`config.mk`:
```
export PLATFORM = sky130hd
export DESIGN_NAME = bve_ctrl
export DESIGN_NICKNAME = d
export VERILOG_FILES = /design/src/rtl/bve_pkg.sv /design/src/rtl/bve_ctrl.sv
export SDC_FILE = /design/constraint.sdc
export NUM_CORES = 1
export LEC_CHECK = 0
export ABC_AREA = 1
export BUFFER_PORTS_ARGS = -buffer_cell sky130_fd_sc_hd__buf_2
export CORE_AREA = 2 2 39 41
export DETAILED_ROUTE_END_ITERATION = 10
export DIE_AREA = 0 0 41 43
export SLEW_MARGIN = 20
export SYNTH_ARGS = -nofsm -noshare
export SYNTH_HDL_FRONTEND = slang
export SYNTH_SLANG_ARGS = --single-unit
```
`constraint.sdc`:
```
create_clock -name clk -period 1.25 [get_ports clk]
set_clock_uncertainty 0.15 [all_clocks]
set_input_delay 0.125 -clock clk [delete_from_list [all_inputs] [get_ports clk]]
set_output_delay 0.125 -clock clk [all_outputs]
set_load 0.05 [all_outputs]
```
`src/rtl/bve_pkg.sv`:
```
`default_nettype none
// ----------------------------------------------------------------------------
// bve_pkg: shared types and constants of the bounded vector engine
// Widths, action and status codes, controller states, and the command and
// status groups passed between controller and datapath.
// ----------------------------------------------------------------------------
package bve_pkg;

    localparam int IDX_W    = 10;
    localparam int CNT_W    = IDX_W + 1;
    localparam int DATA_W   = 32;
    localparam int CAPACITY = 1 << IDX_W;

    typedef enum logic [2:0] {
        ACT_PUSH    = 3'd0,
        ACT_POP     = 3'd1,
        ACT_INSERT  = 3'd2,
        ACT_REMOVE  = 3'd3,
        ACT_READ    = 3'd4,
        ACT_REVERSE = 3'd5
    } action_t;

    typedef enum logic [1:0] {
        ST_OK    = 2'd0,
        ST_RANGE = 2'd1,
        ST_FULL  = 2'd2,
        ST_EMPTY = 2'd3
    } status_t;

    typedef enum logic [2:0] {
        S_IDLE,
        S_DECODE,
        S_SHIFT,
        S_PUT,
        S_REV_A,
        S_REV_B,
        S_DONE
    } state_t;

    // controller to datapath
    typedef struct packed {
        logic capture;
        logic decode;
        logic shift;
        logic put;
        logic rev_a;
        logic rev_b;
        logic finish;
    } bve_cmd_t;

    // datapath to controller
    typedef struct packed {
        action_t act;
        logic    ok;
        logic    cnt_lt2;
        logic    shift_busy;
        logic    rev_more;
        logic    out_free;
    } bve_stat_t;

endpackage
`default_nettype wire

```
`src/rtl/bve_ctrl.sv`:
```
`default_nettype none
// ----------------------------------------------------------------------------
// bve_ctrl: sequencing state machine
// Takes one request at a time, steps the datapath through decode, the
// memory walk of insert, remove or reverse, and hands off the result.
// ----------------------------------------------------------------------------
module bve_ctrl (
    input  logic                clk,
    input  logic                rst_n,
    input  logic                in_valid,
    output logic                in_stall,
    input  bve_pkg::bve_stat_t  stat,
    output bve_pkg::bve_cmd_t   cmd
);
    import bve_pkg::*;

    state_t state_reg;
    state_t state_next;

    // state register
    always_ff @(posedge clk or negedge rst_n)
    begin
        if (!rst_n)
        begin
            state_reg <= S_IDLE;
        end
        else
        begin
            state_reg <= state_next;
        end
    end

    // next state and commands
    always_comb
    begin
        state_next = state_reg;
        cmd        = '0;
        in_stall   = 1'b1;
        case (state_reg)
            S_IDLE:
            begin
                in_stall = 1'b0;
                if (in_valid)
                begin
                    cmd.capture = 1'b1;
                    state_next  = S_DECODE;
                end
            end
            S_DECODE:
            begin
                cmd.decode = 1'b1;
                if (!stat.ok)
                begin
                    state_next = S_DONE;
                end
                else
                begin
                    case (stat.act)
                        ACT_INSERT,
                        ACT_REMOVE:  state_next = S_SHIFT;
                        ACT_REVERSE: state_next = stat.cnt_lt2 ? S_DONE : S_REV_A;
                        default:     state_next = S_DONE;
                    endcase
                end
            end
            S_SHIFT:
            begin
                if (stat.shift_busy)
                begin
                    cmd.shift = 1'b1;
                end
                else if (stat.act == ACT_INSERT)
                begin
                    state_next = S_PUT;
                end
                else
                begin
                    state_next = S_DONE;
                end
            end
            S_PUT:
            begin
                cmd.put    = 1'b1;
                state_next = S_DONE;
            end
            S_REV_A:
            begin
                cmd.rev_a  = 1'b1;
                state_next = S_REV_B;
            end
            S_REV_B:
            begin
                cmd.rev_b  = 1'b1;
                state_next = stat.rev_more ? S_REV_A : S_DONE;
            end
            S_DONE:
            begin
                if (stat.out_free)
                begin
                    cmd.finish = 1'b1;
                    state_next = S_IDLE;
                end
            end
            default:
            begin
                state_next = S_IDLE;
            end
        endcase
    end

endmodule
`default_nettype wire

```
==> results.py, run 1 <==
metrics = {
    "run_status": {
        "status": "finished with violations",
        "violations": "setup timing",
    },
    "power": {
        "max-vdd-ir-drop_uv": 1460,
        "total_power_mw": 1.76,
        "p_leak_nw": 0.348,
        "p_per_area_nw_per_um2": 2740,
    },
    "drt": {
        "vias_per_cell": 4.06,
        "detail-route-antenna-nets": 0,
        "first_pass_iters": 2,
        "drtIter0Drc": 2,
        "drc": 0,
        "routedWlPerCell_um": 8.50,
        "vias": 418,
        "drt-total-wl_um": 876,
    },
    "worst_hold_path": {
        "worstHoldPathType": "input pin to async pin",
    },
    "worst_setup_path": {
        "cp-startpoint": "state_reg[1]",
        "cp_common_cell": "nor2_4",
        "crit_path_end": "cmd[6]",
        "cp_num_buf_inv": 1,
        "crit_fanout": 7,
        "max_stage_delay_ns": 0.47,
        "critPathTopFamily": "flip-flops",
        "rr_worst_depth": 7,
        "crit_path_end_kind": "output pin",
        "path_depth": 4,
        "slowest_stage": "dfrtp_2",
        "critPathRequiredTime_ns": 0.98,
        "critPathLaunchType": "flop",
        "r2r_end": "state_reg[1]",
        "critical_path_class": "flop to output pin",
        "cp.arrival_ns": 1.19,
        "crit_path_cell_trace": "nor2_4 -> nand2_4 -> nor2_4 -> buf_6",
        "r2r-start": "state_reg[1]",
        "ff2ff_setup_slack_ns": -0.14,
    },
    "cells_and_area": {
        "drive_above_1_share_pct": 57.5,
        "num_antenna_cells": 0,
        "layout_commonest_cell": "nand2_1",
        "mostFrequentLayoutCells": "13 x nand2_1, 11 x buf_2, 9 x inv_1",
        "area_growth_pct": 106,
        "nets": 99,
        "n_fill_cell": 140,
        "largest_register_ffs": 3,
        "post-route-util_pct": 46.4,
        "layout.cells.non_filler": 103,
    },
    "timing": {
        "relSlewSlack_pct": 83.7,
        "post-route-period-util_pct": 117,
        "fin_crit_ns": 1.46,
        "slew_violations": 0,
        "setup_viol": 11,
        "rsz0062_at_grt": "true",
        "fin_hold_ws_ns": 0.0565,
        "fmax_mhz": 684,
        "worstMarginPinSlew_ns": 0.247,
        "hold_viol_final": 0,
        "fin_ws_ns": -0.212,
    },
    "clock_tree": {
        "tritoncts": "yes",
        "ctsRootBufferMaster": "clkbuf_4",
        "clkTransAtPathRegs_ns": 0.04,
        "htree_levels": 1,
        "clkSinkCount": 3,
        "clock_path_buffers": 2,
        "clock_latency_ns": 0.24,
        "cts_buffers": 3,
    },
    "global_routing": {
        "grt_pass1_vias": 379,
        "antenna_found_initial": 0,
        "grt_start_max_net_pins": 9,
        "grt_pass1_wl_um": 1470,
        "gr-total-overflow": 0,
        "grtUsageTotal_pct": 13.0,
    },
    "floorplan": {
        "initial_core_util_pct": 22.5,
        "fp.dieW_um": 41,
        "rows": 14,
        "die-area_um2": 1760,
        "die_y_um": 43,
        "coreArea_um2": 1380,
        "num_io_pins": 19,
    },
    "logic_synthesis": {
        "yosysWarningCount": 0,
        "ys_ff_latch": 3,
        "synthesis.nets": 67,
        "synth_area_per_cell_um2": 5.56,
        "synthDistinctLibCells": 13,
        "synth.yosys.seq_area_share_pct": 24.1,
        "synth.cell_area_um2": 312,
        "synth_cells": 56,
    },
    "job": {
        "maxCapViolCount": 0,
    },
    "place": {
        "gp_congestion": 0.715,
        "dp_slack_ns": -0.120,
        "numPortBuffers": 18,
        "dpl.cell_count": 93,
        "hpwl_um": 632,
    },
}
==> worst min-delay path by stage <==
stage / startpoint / to / cells after the start
after floorplan: rst_n / state_reg[0] / 0
after CTS: rst_n / state_reg[2] / 2
after global placement: rst_n / state_reg[2] / 1
after global routing: rst_n / state_reg[0] / 2
after detailed placement: rst_n / state_reg[2] / 1
final: rst_n / state_reg[2] / 2
==> area by class of cell <==
cell class | count | area [um2] | share of cell area [%]
well taps | 16 | 20.0 | 3.12
repair buffers | 28 | 215 | 33.5
flip-flops and latches | 3 | 77.6 | 12.1
multi-input cells | 40 | 258 | 40.2
inverters | 12 | 45.0 | 7.02
clock buffers | 4 | 26.3 | 4.09
==> stage by stage <==
step / setup TNS, ns / cell area (um2)
floorplan: -0.627 / 375
global placement: -0.535 / 504
detailed placement: -0.658 / 504
CTS: -1.65 / 613
global route: -2.48 / 642
finish: -1.80 / 642
==> cells in the mapped netlist <==
library cell / n / area share [%]
nand2_1: 15 / 18
nor2_1: 12 / 14
inv_1: 11 / 13
nand3_1: 4 / 6.4
dfrtp_1: 3 / 24
nor2_2: 3 / 6.0
nor3_1: 2 / 3.2
buf_6: 1 / 3.6
inv_2: 1 / 1.2
nand2_2: 1 / 2.0
nand3b_1: 1 / 2.4
nand4_1: 1 / 2.0
nor3_2: 1 / 3.2
==> logic make-up after synthesis <==
| group | after synthesis | share of synthesized area (%) |
|---|---|---|
| flip-flops | 3 | 24.1 |
| AND/OR/NAND/NOR | 40 | 57.8 |
| buffers and inverters | 13 | 18.1 |
==> worst reg2reg max path, delay by kind of cell, from the launching register on <==
family / cells / cell delay [ns]
buffers and inverters: 1 / 0.13
and+or+nand+nor: 6 / 0.52
DFF: 1 / 0.47
==> where the power goes <==
group          internal, mW  total [mW]  switching, mW
Combinational         0.532        1.31          0.779
Clock                 0.120       0.175         0.0555
Sequential            0.155       0.271          0.116
Total                 0.806        1.76          0.950
==> timing repair <==
item	CTS	global route
cloned	0	0
gates resized for setup	16	5
hold buffers	1	0
setup buffers	3	2
pin swaps	4	1
setup endpoints to repair	11	11
endpoints found under the hold margin	3	0
==> metal layers <==
metal | wire length (um) | track usage (%)
met2 | 447 | 18.1
met1 | 366 | 14.2
met5 | 0 | 0
met4 | 21 | 10.0
met3 | 41 | 6.28
No activity file was read; power rests on OpenSTA's default activity.
==> inputs of run 2 (changes only) <==
GPL_TIMING_DRIVEN = 0   (was unset)
==> results.py, run 2 (synthesis gave the netlist of run 1 again) <==
metrics = {
    "run_status": {
        "status": "finished with violations",
        "violations": "setup timing",
    },
    "clock_tree": {
        "cts_buffers": 3,
        "clkSinkCount": 3,
        "clock_latency_ns": 0.23,
        "clock_path_buffers": 2,
        "htree_levels": 1,
        "ctsRootBufferMaster": "clkbuf_4",
        "tritoncts": "yes",
        "clkTransAtPathRegs_ns": 0.03,
    },
    "cells_and_area": {
        "largest_register_ffs": 3,
        "area_growth_pct": 135,
        "num_antenna_cells": 0,
        "mostFrequentLayoutCells": "13 x nand2_1, 11 x buf_6, 10 x buf_2",
        "drive_above_1_share_pct": 58.4,
        "nets": 101,
        "layout_commonest_cell": "nand2_1",
    },
    "power": {
        "clkPwrFrac_pct": 8.2,
        "p_seq_share_pct": 11.8,
        "p_per_area_nw_per_um2": 2810,
        "p_switching_mw": 1.03,
        "max-vdd-ir-drop_uv": 1420,
        "p_sw_share_pct": 50.2,
        "p_int_mw": 1.02,
        "p_leak_nw": 0.380,
        "p_comb_share_pct": 80.0,
        "total_power_mw": 2.06,
    },
    "drt": {
        "detail-route-antenna-nets": 0,
        "drt-total-wl_um": 881,
        "vias_per_cell": 4.24,
        "vias": 445,
        "drc": 0,
        "routedWlPerCell_um": 8.39,
        "drtIter0Drc": 2,
        "first_pass_iters": 4,
    },
    "worst_setup_path": {
        "critPathRequiredTime_ns": 0.98,
        "max_stage_delay_ns": 0.36,
        "crit_path_end_kind": "output pin",
        "crit_fanout": 6,
        "crit_path_cell_trace": "buf_6 -> nor2_4 -> nand2_4 -> nor2_4 -> buf_6",
        "cp.arrival_ns": 1.19,
        "slowest_stage": "dfrtp_1",
        "critPathLaunchType": "flop",
        "critical_path_class": "flop to output pin",
    },
    "place": {
        "gp_congestion": 0.678,
        "numPortBuffers": 18,
        "hpwl_um": 598,
    },
    "global_routing": {
        "grt_pass1_vias": 397,
        "grt_start_max_net_pins": 9,
        "antenna_found_initial": 0,
        "grt_pass1_wl_um": 1380,
        "grtUsageTotal_pct": 11.6,
        "gr-total-overflow": 0,
    },
    "floorplan": {
        "die_y_um": 43,
        "initial_core_util_pct": 22.5,
        "fp.dieW_um": 41,
        "die-area_um2": 1760,
        "num_io_pins": 19,
        "rows": 14,
        "coreArea_um2": 1380,
    },
    "timing": {
        "post-route-period-util_pct": 118,
        "fin_hold_ws_ns": 0.0537,
        "slew_violations": 0,
        "worstMarginPinSlew_ns": 0.172,
        "setup_viol": 11,
        "fin_ws_ns": -0.219,
        "relSlewSlack_pct": 88.5,
        "fin_crit_ns": 1.47,
        "hold_viol_final": 0,
        "rsz0062_at_grt": "true",
        "fmax_mhz": 681,
    },
    "worst_hold_path": {
        "worstHoldPathType": "input pin to flop",
    },
    "job": {
        "maxCapViolCount": 0,
    },
}
run 2: cell type report:
type | count | area [um2]
inverters | 12 | 50.0
clock buffers | 4 | 26.3
flip-flops and latches | 3 | 77.6
fillers | 133 | 651
plain buffers | 1 | 11.3
well taps | 16 | 20.0
repair buffers | 29 | 273
multi-input cells | 40 | 275
run 2: path summary, 6_finish.rpt:
kind,start,end,slack [ns],depth (start not counted)
max in group asynchronous,rst_n,state_reg[2],0.77,2
min,in_valid,state_reg[0],0.05,3
max,state_reg[0],cmd[6],-0.22,5
min in group asynchronous,rst_n,state_reg[1],0.06,2
min reg2reg,state_reg[0],state_reg[2],0.62,4
max reg2reg,state_reg[0],state_reg[2],-0.11,8
run 2: metrics by stage:
stage / setup slack, ns / TNS (ns) / instances / instance area [um2] / util (%)
after floorplan: -0.118 / -0.627 / 56 / 375 / -
after global placement: -0.151 / -0.893 / 90 / 485 / 35.1
after detailed placement: -0.175 / -1.03 / 90 / 485 / 35.1
final: -0.219 / -1.69 / 105 / 733 / 53.0
after CTS: -0.196 / -1.42 / 102 / 654 / 47.3
after global routing: -0.276 / -2.29 / 105 / 733 / 53.0
run 2: what timing repair did:
action                                  CTS  global route
pin swaps                                 4             9
setup buffers                             7             3
hold buffers                              1             0
gates resized for setup                  21            12
hold endpoints to repair                  3             0
endpoints found under the setup margin   11            11
run 2: routing by layer:
| metal | share of wire, % | vias up | GRT usage (%) | wire length [um] |
|---|---|---|---|---|
| li1 | - | 232 | - | - |
| met1 | 41 | 204 | 11.6 | 360 |
| met2 | 55 | 9 | 19.1 | 488 |
| met3 | 3.5 | 0 | 3.66 | 31 |
| met4 | 0 | 0 | 8.00 | 0 |
| met5 | 0 | - | 0 | 0 |
run 2: worst max-delay path: cells and delay by family, from the launching register on:
kind	cells	cell delay [ns]
DFF	1	0.36
buffers and inverters	2	0.31
and+or+nand+nor	3	0.29
run 2: power by group through the flow:
stage	registers, mW	clock network [mW]	logic (mW)
after floorplan	0.238	0	0.853
after global placement	0.253	0	1.01
after detailed placement	0.253	0	1.01
after CTS	0.234	0.177	1.40
after global routing	0.245	0.186	1.75
final	0.242	0.170	1.65
